<file path="src/sv/dtte_pkg.sv">
`timescale 1ns / 1ps
// ----------------------------------------------------------------------------
// dtte_pkg
// Shared types and constants of the timestamp text to epoch converter.
// ----------------------------------------------------------------------------
package dtte_pkg;

  localparam logic [7:0] CH_DASH  = 8'h2D;
  localparam logic [7:0] CH_SPACE = 8'h20;
  localparam logic [7:0] CH_COLON = 8'h3A;
  localparam logic [7:0] CH_DOT   = 8'h2E;
  localparam logic [7:0] CH_ZERO  = 8'h30;
  localparam logic [7:0] CH_NINE  = 8'h39;

  localparam logic [4:0] POS_MIN_LEN  = 5'd19;
  localparam logic [4:0] POS_FRAC_END = 5'd23;

  localparam logic [13:0] YEAR_MIN   = 14'd1970;
  localparam logic [12:0] ERA_RECIP  = 13'd5243;
  localparam int          ERA_SHIFT  = 21;
  localparam logic [5:0]  C100_RECIP = 6'd41;
  localparam int          C100_SHIFT = 12;
  localparam logic [8:0]  YEAR_LEN   = 9'd365;
  localparam logic [8:0]  ERA_YEARS  = 9'd400;
  localparam logic [17:0] ERA_DAYS   = 18'd146097;
  localparam logic [22:0] EPOCH_DAYS = 23'd719468;
  localparam logic [16:0] DAY_SECS   = 17'd86400;
  localparam logic [11:0] HOUR_SECS  = 12'd3600;

  localparam int TS_W = 48;

  typedef struct packed {
    logic        ok;
    logic        ms_mode;
    logic [13:0] year;
    logic [3:0]  month;
    logic [4:0]  day;
    logic [4:0]  hour;
    logic [5:0]  minute;
    logic [5:0]  second;
    logic [9:0]  frac;
  } dtte_rec_t;

  typedef enum logic [2:0] {
    BK_IDLE,
    BK_ERA,
    BK_YOE,
    BK_DOE,
    BK_DAYS,
    BK_SEC,
    BK_MS,
    BK_OUT
  } bk_state_e;

  typedef struct packed {
    logic pop;
    logic out_load;
  } bk_ctrl_t;

  // Days from March 1 to the first of the shifted month.
  function automatic logic [8:0] month_offset(input logic [3:0] mp);
    logic [8:0] r;
    r = 9'd0;
    case (mp)
      4'd0:    r = 9'd0;
      4'd1:    r = 9'd31;
      4'd2:    r = 9'd61;
      4'd3:    r = 9'd92;
      4'd4:    r = 9'd122;
      4'd5:    r = 9'd153;
      4'd6:    r = 9'd184;
      4'd7:    r = 9'd214;
      4'd8:    r = 9'd245;
      4'd9:    r = 9'd275;
      4'd10:   r = 9'd306;
      4'd11:   r = 9'd337;
      default: r = 9'd0;
    endcase
    return r;
  endfunction

endpackage

</file>
<file path="src/sv/datetime_text_to_epoch_top.sv">
`timescale 1ns / 1ps
// ----------------------------------------------------------------------------
// datetime_text_to_epoch_top
// Timestamp line to Unix time: parser, record queue and epoch converter.
// ----------------------------------------------------------------------------
// Throughput: one character per cycle while the record queue has room.
// Each queued record passes the era, year, day, seconds and ms steps into the
// output beat; the sequencer takes one record at a time, bounding line rate.
// Reset: asynchronous, clears parser state, queue, sequencer, output valid
// and the milliseconds mode register.
module datetime_text_to_epoch_top #(
  parameter int FifoDepth = 2
) (
  input  logic        clk_i,
  input  logic        rst_ni,
  input  logic        s_axis_tvalid,
  output logic        s_axis_tready,
  input  logic [7:0]  s_axis_tdata,   // [7:0] ch
  input  logic        s_axis_tlast,
  output logic        m_axis_tvalid,
  input  logic        m_axis_tready,
  output logic [47:0] m_axis_tdata,   // [47:0] timestamp
  output logic        m_axis_tuser,   // [0] valid_res
  input  logic        psel,
  input  logic        penable,
  input  logic        pwrite,
  input  logic [2:0]  paddr,
  input  logic [31:0] pwdata,
  output logic [31:0] prdata,
  output logic        pready
);
  import dtte_pkg::*;

  logic      ms_mode_q;
  logic      push, pop, full, empty;
  dtte_rec_t rec_in, rec_out;

  assign pready = 1'b1;
  assign prdata = (paddr[2] == 1'b0) ? {31'd0, ms_mode_q} : 32'd0;

  always_ff @(posedge clk_i or negedge rst_ni) begin
    if (!rst_ni) begin
      ms_mode_q <= 1'b0;
    end else if (psel && penable && pwrite && pready && (paddr[2] == 1'b0)) begin
      ms_mode_q <= pwdata[0];
    end
  end

  assign s_axis_tready = ~full;

  dtte_front u_front (
    .clk_i      (clk_i),
    .rst_ni     (rst_ni),
    .in_valid_i (s_axis_tvalid),
    .in_ready_i (s_axis_tready),
    .ch_i       (s_axis_tdata),
    .last_i     (s_axis_tlast),
    .ms_mode_i  (ms_mode_q),
    .push_o     (push),
    .rec_o      (rec_in)
  );

  dtte_fifo #(
    .Depth (FifoDepth)
  ) u_fifo (
    .clk_i   (clk_i),
    .rst_ni  (rst_ni),
    .push_i  (push),
    .wdata_i (rec_in),
    .pop_i   (pop),
    .rdata_o (rec_out),
    .full_o  (full),
    .empty_o (empty)
  );

  dtte_back u_back (
    .clk_i       (clk_i),
    .rst_ni      (rst_ni),
    .empty_i     (empty),
    .rec_i       (rec_out),
    .pop_o       (pop),
    .out_valid_o (m_axis_tvalid),
    .out_ready_i (m_axis_tready),
    .out_ok_o    (m_axis_tuser),
    .out_ts_o    (m_axis_tdata)
  );

endmodule

</file>
<file path="src/sv/dtte_front.sv">
`timescale 1ns / 1ps
// ----------------------------------------------------------------------------
// dtte_front
// Character parser: checks separators and digits by position, accumulates
// the date and time fields and pushes one record per line.
// ----------------------------------------------------------------------------
module dtte_front (
  input  logic               clk_i,
  input  logic               rst_ni,
  input  logic               in_valid_i,
  input  logic               in_ready_i,
  input  logic [7:0]         ch_i,
  input  logic               last_i,
  input  logic               ms_mode_i,
  output logic               push_o,
  output dtte_pkg::dtte_rec_t rec_o
);
  import dtte_pkg::*;

  logic [4:0]  position_q, position_d, pos_u;
  logic [13:0] year_q, year_d, year_u;
  logic [6:0]  month_q, month_d, month_u;
  logic [6:0]  day_q, day_d, day_u;
  logic [6:0]  hour_q, hour_d, hour_u;
  logic [6:0]  minute_q, minute_d, minute_u;
  logic [6:0]  second_q, second_d, second_u;
  logic [9:0]  frac_q, frac_d, frac_u;
  logic        err_q, err_d, err_u;
  logic        frac_ok_q, frac_ok_d, frac_ok_u;
  logic        accept, is_dig;
  logic [3:0]  dig;

  assign accept = in_valid_i & in_ready_i;
  assign is_dig = (ch_i >= CH_ZERO) && (ch_i <= CH_NINE);
  assign dig    = ch_i[3:0];

  always_comb begin
    pos_u     = position_q;
    year_u    = year_q;
    month_u   = month_q;
    day_u     = day_q;
    hour_u    = hour_q;
    minute_u  = minute_q;
    second_u  = second_q;
    frac_u    = frac_q;
    err_u     = err_q;
    frac_ok_u = frac_ok_q;
    case (position_q) inside
      5'd4, 5'd7:   if (ch_i != CH_DASH) err_u = 1'b1;
      5'd10:        if (ch_i != CH_SPACE) err_u = 1'b1;
      5'd13, 5'd16: if (ch_i != CH_COLON) err_u = 1'b1;
      [5'd0:5'd3]: begin
        if (!is_dig) err_u = 1'b1;
        else year_u = 14'(year_q * 14'd10 + 14'(dig));
      end
      [5'd5:5'd6]: begin
        if (!is_dig) err_u = 1'b1;
        else month_u = 7'(month_q * 7'd10 + 7'(dig));
      end
      [5'd8:5'd9]: begin
        if (!is_dig) err_u = 1'b1;
        else day_u = 7'(day_q * 7'd10 + 7'(dig));
      end
      [5'd11:5'd12]: begin
        if (!is_dig) err_u = 1'b1;
        else hour_u = 7'(hour_q * 7'd10 + 7'(dig));
      end
      [5'd14:5'd15]: begin
        if (!is_dig) err_u = 1'b1;
        else minute_u = 7'(minute_q * 7'd10 + 7'(dig));
      end
      [5'd17:5'd18]: begin
        if (!is_dig) err_u = 1'b1;
        else second_u = 7'(second_q * 7'd10 + 7'(dig));
      end
      5'd19:        if (ch_i != CH_DOT) frac_ok_u = 1'b0;
      [5'd20:5'd22]: begin
        if (is_dig) frac_u = 10'(frac_q * 10'd10 + 10'(dig));
        else frac_ok_u = 1'b0;
      end
      default: ;
    endcase
    if (position_q < POS_FRAC_END) pos_u = position_q + 5'd1;
  end

  assign push_o = accept & last_i;

  always_comb begin
    rec_o.ok = (pos_u >= POS_MIN_LEN) && !err_u &&
               (month_u >= 7'd1) && (month_u <= 7'd12) &&
               (day_u >= 7'd1) && (day_u <= 7'd31) &&
               (hour_u <= 7'd23) && (minute_u <= 7'd59) && (second_u <= 7'd59) &&
               (year_u >= YEAR_MIN);
    rec_o.ms_mode = ms_mode_i;
    rec_o.year    = year_u;
    rec_o.month   = month_u[3:0];
    rec_o.day     = day_u[4:0];
    rec_o.hour    = hour_u[4:0];
    rec_o.minute  = minute_u[5:0];
    rec_o.second  = second_u[5:0];
    rec_o.frac    = ((pos_u >= POS_FRAC_END) && frac_ok_u) ? frac_u : 10'd0;
  end

  always_comb begin
    position_d = position_q;
    year_d     = year_q;
    month_d    = month_q;
    day_d      = day_q;
    hour_d     = hour_q;
    minute_d   = minute_q;
    second_d   = second_q;
    frac_d     = frac_q;
    err_d      = err_q;
    frac_ok_d  = frac_ok_q;
    if (push_o) begin
      position_d = '0;
      year_d     = '0;
      month_d    = '0;
      day_d      = '0;
      hour_d     = '0;
      minute_d   = '0;
      second_d   = '0;
      frac_d     = '0;
      err_d      = 1'b0;
      frac_ok_d  = 1'b1;
    end else if (accept) begin
      position_d = pos_u;
      year_d     = year_u;
      month_d    = month_u;
      day_d      = day_u;
      hour_d     = hour_u;
      minute_d   = minute_u;
      second_d   = second_u;
      frac_d     = frac_u;
      err_d      = err_u;
      frac_ok_d  = frac_ok_u;
    end
  end

  always_ff @(posedge clk_i or negedge rst_ni) begin
    if (!rst_ni) begin
      position_q <= '0;
      year_q     <= '0;
      month_q    <= '0;
      day_q      <= '0;
      hour_q     <= '0;
      minute_q   <= '0;
      second_q   <= '0;
      frac_q     <= '0;
      err_q      <= 1'b0;
      frac_ok_q  <= 1'b1;
    end else begin
      position_q <= position_d;
      year_q     <= year_d;
      month_q    <= month_d;
      day_q      <= day_d;
      hour_q     <= hour_d;
      minute_q   <= minute_d;
      second_q   <= second_d;
      frac_q     <= frac_d;
      err_q      <= err_d;
      frac_ok_q  <= frac_ok_d;
    end
  end

endmodule

</file>
<file path="src/sv/dtte_fifo.sv">
`timescale 1ns / 1ps
// ----------------------------------------------------------------------------
// dtte_fifo
// Short record queue between the parser and the epoch converter.
// ----------------------------------------------------------------------------
module dtte_fifo #(
  parameter int Depth = 2
) (
  input  logic                clk_i,
  input  logic                rst_ni,
  input  logic                push_i,
  input  dtte_pkg::dtte_rec_t wdata_i,
  input  logic                pop_i,
  output dtte_pkg::dtte_rec_t rdata_o,
  output logic                full_o,
  output logic                empty_o
);
  import dtte_pkg::*;

  localparam int PtrW = (Depth > 1) ? $clog2(Depth) : 1;
  localparam int CntW = $clog2(Depth + 1);

  dtte_rec_t           mem_q [Depth];
  logic [PtrW-1:0]     wptr_q, wptr_d, rptr_q, rptr_d;
  logic [CntW-1:0]     cnt_q, cnt_d;
  logic                do_push, do_pop;

  assign full_o  = (cnt_q == CntW'(Depth));
  assign empty_o = (cnt_q == '0);
  assign do_push = push_i & ~full_o;
  assign do_pop  = pop_i & ~empty_o;
  assign rdata_o = mem_q[rptr_q];

  always_comb begin
    wptr_d = wptr_q;
    rptr_d = rptr_q;
    cnt_d  = cnt_q;
    if (do_push) wptr_d = (wptr_q == PtrW'(Depth - 1)) ? '0 : wptr_q + PtrW'(1);
    if (do_pop)  rptr_d = (rptr_q == PtrW'(Depth - 1)) ? '0 : rptr_q + PtrW'(1);
    if (do_push && !do_pop)      cnt_d = cnt_q + CntW'(1);
    else if (do_pop && !do_push) cnt_d = cnt_q - CntW'(1);
  end

  always_ff @(posedge clk_i) begin
    if (do_push) mem_q[wptr_q] <= wdata_i;
  end

  always_ff @(posedge clk_i or negedge rst_ni) begin
    if (!rst_ni) begin
      wptr_q <= '0;
      rptr_q <= '0;
      cnt_q  <= '0;
    end else begin
      wptr_q <= wptr_d;
      rptr_q <= rptr_d;
      cnt_q  <= cnt_d;
    end
  end

endmodule

</file>
<file path="src/sv/dtte_back.sv">
`timescale 1ns / 1ps
// ----------------------------------------------------------------------------
// dtte_back
// Epoch converter: civil date to day count, then seconds or milliseconds,
// one step per cycle, into a registered output beat that waits out a stall.
// ----------------------------------------------------------------------------
module dtte_back (
  input  logic                      clk_i,
  input  logic                      rst_ni,
  input  logic                      empty_i,
  input  dtte_pkg::dtte_rec_t       rec_i,
  output logic                      pop_o,
  output logic                      out_valid_o,
  input  logic                      out_ready_i,
  output logic                      out_ok_o,
  output logic [dtte_pkg::TS_W-1:0] out_ts_o
);
  import dtte_pkg::*;

  bk_state_e       state_q, state_d;
  bk_ctrl_t        ctrl;
  dtte_rec_t       rec_q;
  logic [13:0]     y_q;
  logic [3:0]      mp_q;
  logic [4:0]      era_q;
  logic [8:0]      yoe_q;
  logic [16:0]     hms_q;
  logic [17:0]     doe_q;
  logic [21:0]     eraterm_q;
  logic [21:0]     days_q;
  logic [37:0]     sec_q;
  logic [TS_W-1:0] ts_q;
  logic            out_valid_q;
  logic            out_ok_q;
  logic [TS_W-1:0] out_ts_q;
  logic            out_free;

  logic [26:0]     era_prod;
  logic [13:0]     y_c;
  logic [13:0]     era_x400;
  logic [14:0]     c100_prod;
  logic [17:0]     doe_c;
  logic [22:0]     days_c;
  logic [TS_W-1:0] ms_c;

  assign out_free = ~out_valid_q | out_ready_i;

  always_comb begin
    state_d = state_q;
    unique case (state_q)
      BK_IDLE: if (!empty_i) state_d = BK_ERA;
      BK_ERA:  state_d = BK_YOE;
      BK_YOE:  state_d = BK_DOE;
      BK_DOE:  state_d = BK_DAYS;
      BK_DAYS: state_d = BK_SEC;
      BK_SEC:  state_d = BK_MS;
      BK_MS:   state_d = BK_OUT;
      BK_OUT:  if (out_free) state_d = BK_IDLE;
      default: state_d = BK_IDLE;
    endcase
  end

  always_comb begin
    ctrl = '0;
    unique case (state_q)
      BK_IDLE: ctrl.pop = ~empty_i;
      BK_OUT:  ctrl.out_load = out_free;
      default: ctrl = '0;
    endcase
  end

  assign pop_o = ctrl.pop;

  assign y_c       = rec_i.year - ((rec_i.month <= 4'd2) ? 14'd1 : 14'd0);
  assign era_prod  = 27'(y_q) * 27'(ERA_RECIP);
  assign era_x400  = 14'(era_q) * 14'(ERA_YEARS);
  assign c100_prod = 15'(yoe_q) * 15'(C100_RECIP);
  assign doe_c     = 18'(yoe_q) * 18'(YEAR_LEN) + 18'(yoe_q >> 2)
                   - 18'(c100_prod >> C100_SHIFT)
                   + 18'(month_offset(mp_q)) + 18'(rec_q.day) - 18'd1;
  assign days_c    = 23'(eraterm_q) + 23'(doe_q) - EPOCH_DAYS;
  assign ms_c      = (TS_W'(sec_q) << 10) - (TS_W'(sec_q) << 4) - (TS_W'(sec_q) << 3)
                   + TS_W'(rec_q.frac);

  always_ff @(posedge clk_i) begin
    unique case (state_q)
      BK_IDLE: begin
        rec_q <= rec_i;
        y_q   <= y_c;
        mp_q  <= (rec_i.month > 4'd2) ? rec_i.month - 4'd3 : rec_i.month + 4'd9;
      end
      BK_ERA: begin
        era_q <= 5'(era_prod >> ERA_SHIFT);
        hms_q <= 17'(rec_q.hour) * 17'(HOUR_SECS);
      end
      BK_YOE: begin
        yoe_q <= 9'(y_q - era_x400);
        hms_q <= hms_q + 17'(rec_q.minute) * 17'd60 + 17'(rec_q.second);
      end
      BK_DOE: begin
        doe_q     <= doe_c;
        eraterm_q <= 22'(era_q) * 22'(ERA_DAYS);
      end
      BK_DAYS: days_q <= days_c[21:0];
      BK_SEC:  sec_q  <= 38'(39'(days_q) * 39'(DAY_SECS) + 39'(hms_q));
      BK_MS:   ts_q   <= rec_q.ms_mode ? ms_c : TS_W'(sec_q);
      BK_OUT: begin
        if (ctrl.out_load) begin
          out_ok_q <= rec_q.ok;
          out_ts_q <= rec_q.ok ? ts_q : '0;
        end
      end
      default: ;
    endcase
  end

  always_ff @(posedge clk_i or negedge rst_ni) begin
    if (!rst_ni) begin
      state_q     <= BK_IDLE;
      out_valid_q <= 1'b0;
    end else begin
      state_q <= state_d;
      if (ctrl.out_load)    out_valid_q <= 1'b1;
      else if (out_ready_i) out_valid_q <= 1'b0;
    end
  end

  assign out_valid_o = out_valid_q;
  assign out_ok_o    = out_ok_q;
  assign out_ts_o    = out_ts_q;

endmodule

</file>
<file path="config.mk">
export PLATFORM = sky130hd
export DESIGN_NAME = datetime_text_to_epoch_top
export DESIGN_NICKNAME = d
export VERILOG_FILES = /design/src/sv/dtte_pkg.sv /design/src/sv/datetime_text_to_epoch_top.sv /design/src/sv/dtte_front.sv /design/src/sv/dtte_fifo.sv /design/src/sv/dtte_back.sv
export SDC_FILE = /design/constraint.sdc
export NUM_CORES = 2
export LEC_CHECK = 0
export BUFFER_PORTS_ARGS = -buffer_cell sky130_fd_sc_hd__buf_2
export CELL_PAD_IN_SITES_DETAIL_PLACEMENT = 1
export CELL_PAD_IN_SITES_GLOBAL_PLACEMENT = 1
export CORE_MARGIN = 8
export CORE_UTILIZATION = 47
export CTS_CLUSTER_SIZE = 12
export DETAILED_ROUTE_END_ITERATION = 16
export GPL_TIMING_DRIVEN = 0
export PLACE_DENSITY = 0.83
export REMOVE_ABC_BUFFERS = 1
export SYNTH_ARGS = -nofsm -noshare
export SYNTH_HDL_FRONTEND = slang
export SYNTH_SLANG_ARGS = --single-unit
export TNS_END_PERCENT = 1
</file>
<file path="constraint.sdc">
create_clock -name clk_i -period 7.67 [get_ports clk_i]
set_input_delay 0.767 -clock clk_i [delete_from_list [all_inputs] [get_ports clk_i]]
set_output_delay 0.767 -clock clk_i [all_outputs]
set_load 0.01 [all_outputs]
</file>
==> impl_results.md <==
* Status: complete, no violations
* CP peak stage delay at 0.55 ns
* Async set-reset flop share out of synthesis at 0.160
* Sink Count at 468
* Seq/Total Area, Yosys at 0.353
* Synthesized area per cell at 10.9 sq um
* Slowest cell on the critical path: fa_1
* DRT antenna net count at 0
* YS warnings at 0
* Diodes inserted at 0
* Slew Limit Fails at 0
* Kind of end point of the critical path: register
* First-pass GRT wire length at 152,000 um
* DRT Wirelength at 92,300 um
* Max cap viols at 0
* Startpoint types: register
* Die area at 91,400 sq um
* Crit path DAT at 7.73 ns
* Setup Skew at 0.0213 ns
* Synth-to-Final Area Change at 9.28%
* Setup Viol. Count Final at 0
* Synth cell types at 83
* Ys flop type: edfxtp_1
* CTS root buf: clkbuf_16
* Critical-path maximum fanout at 2
* CTS max path bufs at 3
* Io pins at 135
* Final TNS setup at 0 ns
* Reg2Reg Setup Slack at 0.31 ns
* Met2 WL at 49,800 um
* Post-route design area at 42,100 sq um
* Avg WL per Cell at slightly below 20 um
* Average vias per placed instance at 5.49
* CTS tree: done
* Pre-Repair DR Iteration Count at 5
* Post-synth EDFFs at 384
* GRT Total Usage at 0.203
* Mapped Cells at 3,523
* Synth Cell Area at 38,500 sq um
* Initial Util at 0.472
* Hold EP: ms_mode_q$_DFFE_PN0P_
* Vias in the first global route at 29,365
* Vias after detailed routing at ~26,000
* Initial antenna violation count at 1
* Clk_lat worst skew at 0.62 ns
* Hold Fails Final Rpt at 0
* Crit path required time at approximately 8 ns
* Final nets at 4,469
* Overall die height at 302 um
* Tcrit/Tclk final at 0.959
* Fmax at 0.136 GHz
* Final non-filler cell total at 4,721
* DR top layer: met5
* Worst-path clk slew at about 0.07 ns
* Reg2reg end: u_back.doe_q[16]$_DFFE_PN_
* GPL Wtd Cong at roughly 0.86
* Hold Crit Depth at 2
* Tightest Hold Check Type: primary input to register
* Core area at 81,600 sq um
* DRC at 0
* Yosys reg bits at 468
* WL met1 at 37,000 um
* Max-slew headroom at 0.0785
* Crit path buf inv count at 2
* Metal3 WL at 2820 um
* 1st-iter DRT viols at 1,146
* Kind of critical path: register to register
* Remaining Overflow, GRT at 0
* Largest net degree at the start of global routing at 68
* DIE WIDTH at about 300 um
* Hold path start: pwdata[0]
* Tmin final at 7.36 ns
* Worst r2r src: u_back.yoe_q[1]$_DFFE_PP_
* Hpwl dp at roughly 71,000 um
* Num CTS Buffers at 53
* I/O Buffers at slightly below 70
* Placed Instances at 4,611
* Reg2reg path depth at 33
* Crit path max-delay family: adder cells
* # H-tree levels at 2
* Share of cells above drive strength 1 at 0.0740
* # rows at roughly 110
* Least-Margin Pin Slew at 1.38 ns
* Dpl cell area at 40,200 sq um
## worst register-to-register path, delay by kind of cell (launching register included)
family	cells	cell delay [ns]
buf+inv	2	0.11
simple gates	3	0.31
fa+ha+maj	9	3.11
xor+xnor	2	0.24
compound gates	17	2.95
flops	1	0.41
## layout by cell type, fill, tap and decap left out, types with 11 or more instances in the layout
cell type,n
a22o_1,22
ha_1,560
o21bai_1,25
and2_1,62
buf_2,68
xnor2_1,202
nor2_1,149
nand2b_1,29
nand4_1,12
a31oi_1,19
clkbuf_1,13
nor3_1,37
dfrtp_1,73
a21oi_1,159
nor2b_1,32
or3_1,14
nand2_1,192
clkbuf_16,53
conb_1,32
and3_1,22
mux2i_1,47
xor2_1,71
edfxtp_1,384
buf_4,11
a21o_1,70
o21ai_0,156
inv_1,524
o21a_1,20
mux2_2,52
nand3_1,41
o211ai_1,17
fa_1,249
## cell families (layout without fill, tap and decap cells)
family	count (synthesis)	in the layout	share of synthesized area
other	2	32	0.000195
AOI/OAI and AO/OA	605	605	0.0994
muxes	99	99	0.0274
and+or+nand+nor	648	648	0.0831
adders and majority gates	810	810	0.312
DFF	468	468	0.353
xor gates and xnor gates	273	273	0.0621
buffers and inverters	618	716	0.0635
## final cells by class
class | count | area [sq um]
Sequential cell | 468 | 13600
Inverter | 525 | 1970
Multi-Input combinational cell | 2467 | 22700
Tap cell | 1070 | 1340
Timing Repair Buffer | 93 | 746
Fill cell | 8752 | 39500
Clock inverter | 29 | 375
Clock buffer | 69 | 1420
## Yosys cell counts (all sizes together) (5+ instances only)
cell type    n  share of area
a21o        70          0.014
a31oi       19         0.0031
a22oi        7         0.0014
nand2b      29         0.0047
and2        64          0.010
o211ai      18         0.0036
clkbuf      52         0.0051
buf         41         0.0072
dfxtp        9         0.0047
or3         14         0.0023
o21bai      25         0.0049
o41ai        5         0.0013
nor3        38         0.0051
a21oi      167          0.022
xor2        71          0.016
a22o        22         0.0050
o22ai        9         0.0015
a211oi      11         0.0023
nand3b       5        0.00097
a31o         5         0.0011
o21ai      163          0.021
o31ai       10         0.0019
dfrtp       74          0.048
nand4       13         0.0025
nand3       41         0.0053
xnor2      202          0.046
inv        525          0.051
nor2       154          0.015
nor2b       34         0.0055
edfxtp     384           0.30
nand2      193          0.019
fa         250           0.13
ha         560           0.18
or2         10         0.0016
mux2        52          0.015
and3        23         0.0037
o21a        20         0.0039
a21boi       7         0.0014
nor3b       11         0.0024
mux2i       47          0.012
## flip-flops by register name (all words and copies together), names as in the netlist, 7 cells and up, named ones only
register          count
u_back.yoe_q          9
u_front.day_q         7
u_front.month_q       7
u_front.second_q      7
u_front.frac_q       10
u_back.doe_q         18
u_back.eraterm_q     22
u_back.out_ts_o      48
u_fifo.mem_q        104
u_front.year_q       14
u_back.y_q           14
u_back.days_q        22
u_back.sec_q         38
u_back.ts_q          48
u_front.minute_q      7
u_back.rec_q         34
u_back.hms_q         17
u_front.hour_q        7
## how the worst max path moves through the flow
stage | cells after the start | slack (ns) | start | endpoint
after floorplan | 33 | 0.53 | u_back.yoe_q[1]$_DFFE_PP_ | u_back.doe_q[16]$_DFFE_PN_
after global placement | 33 | -0.06 | u_back.yoe_q[1]$_DFFE_PP_ | u_back.doe_q[16]$_DFFE_PN_
after detailed placement | 33 | -0.39 | u_back.yoe_q[1]$_DFFE_PP_ | u_back.doe_q[16]$_DFFE_PN_
after CTS | 33 | 0.005 | u_back.yoe_q[1]$_DFFE_PP_ | u_back.doe_q[16]$_DFFE_PN_
after global routing | 33 | -0.02 | u_back.yoe_q[1]$_DFFE_PP_ | u_back.doe_q[16]$_DFFE_PN_
final | 33 | 0.31 | u_back.yoe_q[1]$_DFFE_PP_ | u_back.doe_q[16]$_DFFE_PN_
## what timing repair did
item | 4_1_cts | 5_1_grt
pin swaps | 0 | 3
setup endpoints to repair | 3 | 3
hold endpoints to repair | 11 | 0
hold buffers | 1 | 0
resized for setup | 2 | 6
buffers inserted | 6 | 4
## metrics by stage
stage          setup slack, ns   util  hold slack [ns]
6_report                 0.315  0.516            0.394
5_1_grt                -0.0235  0.516            0.376
4_1_cts                0.00520  0.515            0.368
3_5_place_dp            -0.394  0.492            0.440
3_3_place_gp           -0.0645  0.488            0.433
2_1_floorplan            0.535      -            0.426
## per-layer routing
metal	GRT usage	vias to the layer above
li1	-	12215
met1	0.232	13085
met2	0.392	431
met3	0.0238	194
met4	0.0612	2
met5	0	-
Power is not shown: default switching activity piles up to over one toggle a cycle in this logic, so the estimate is an artifact.
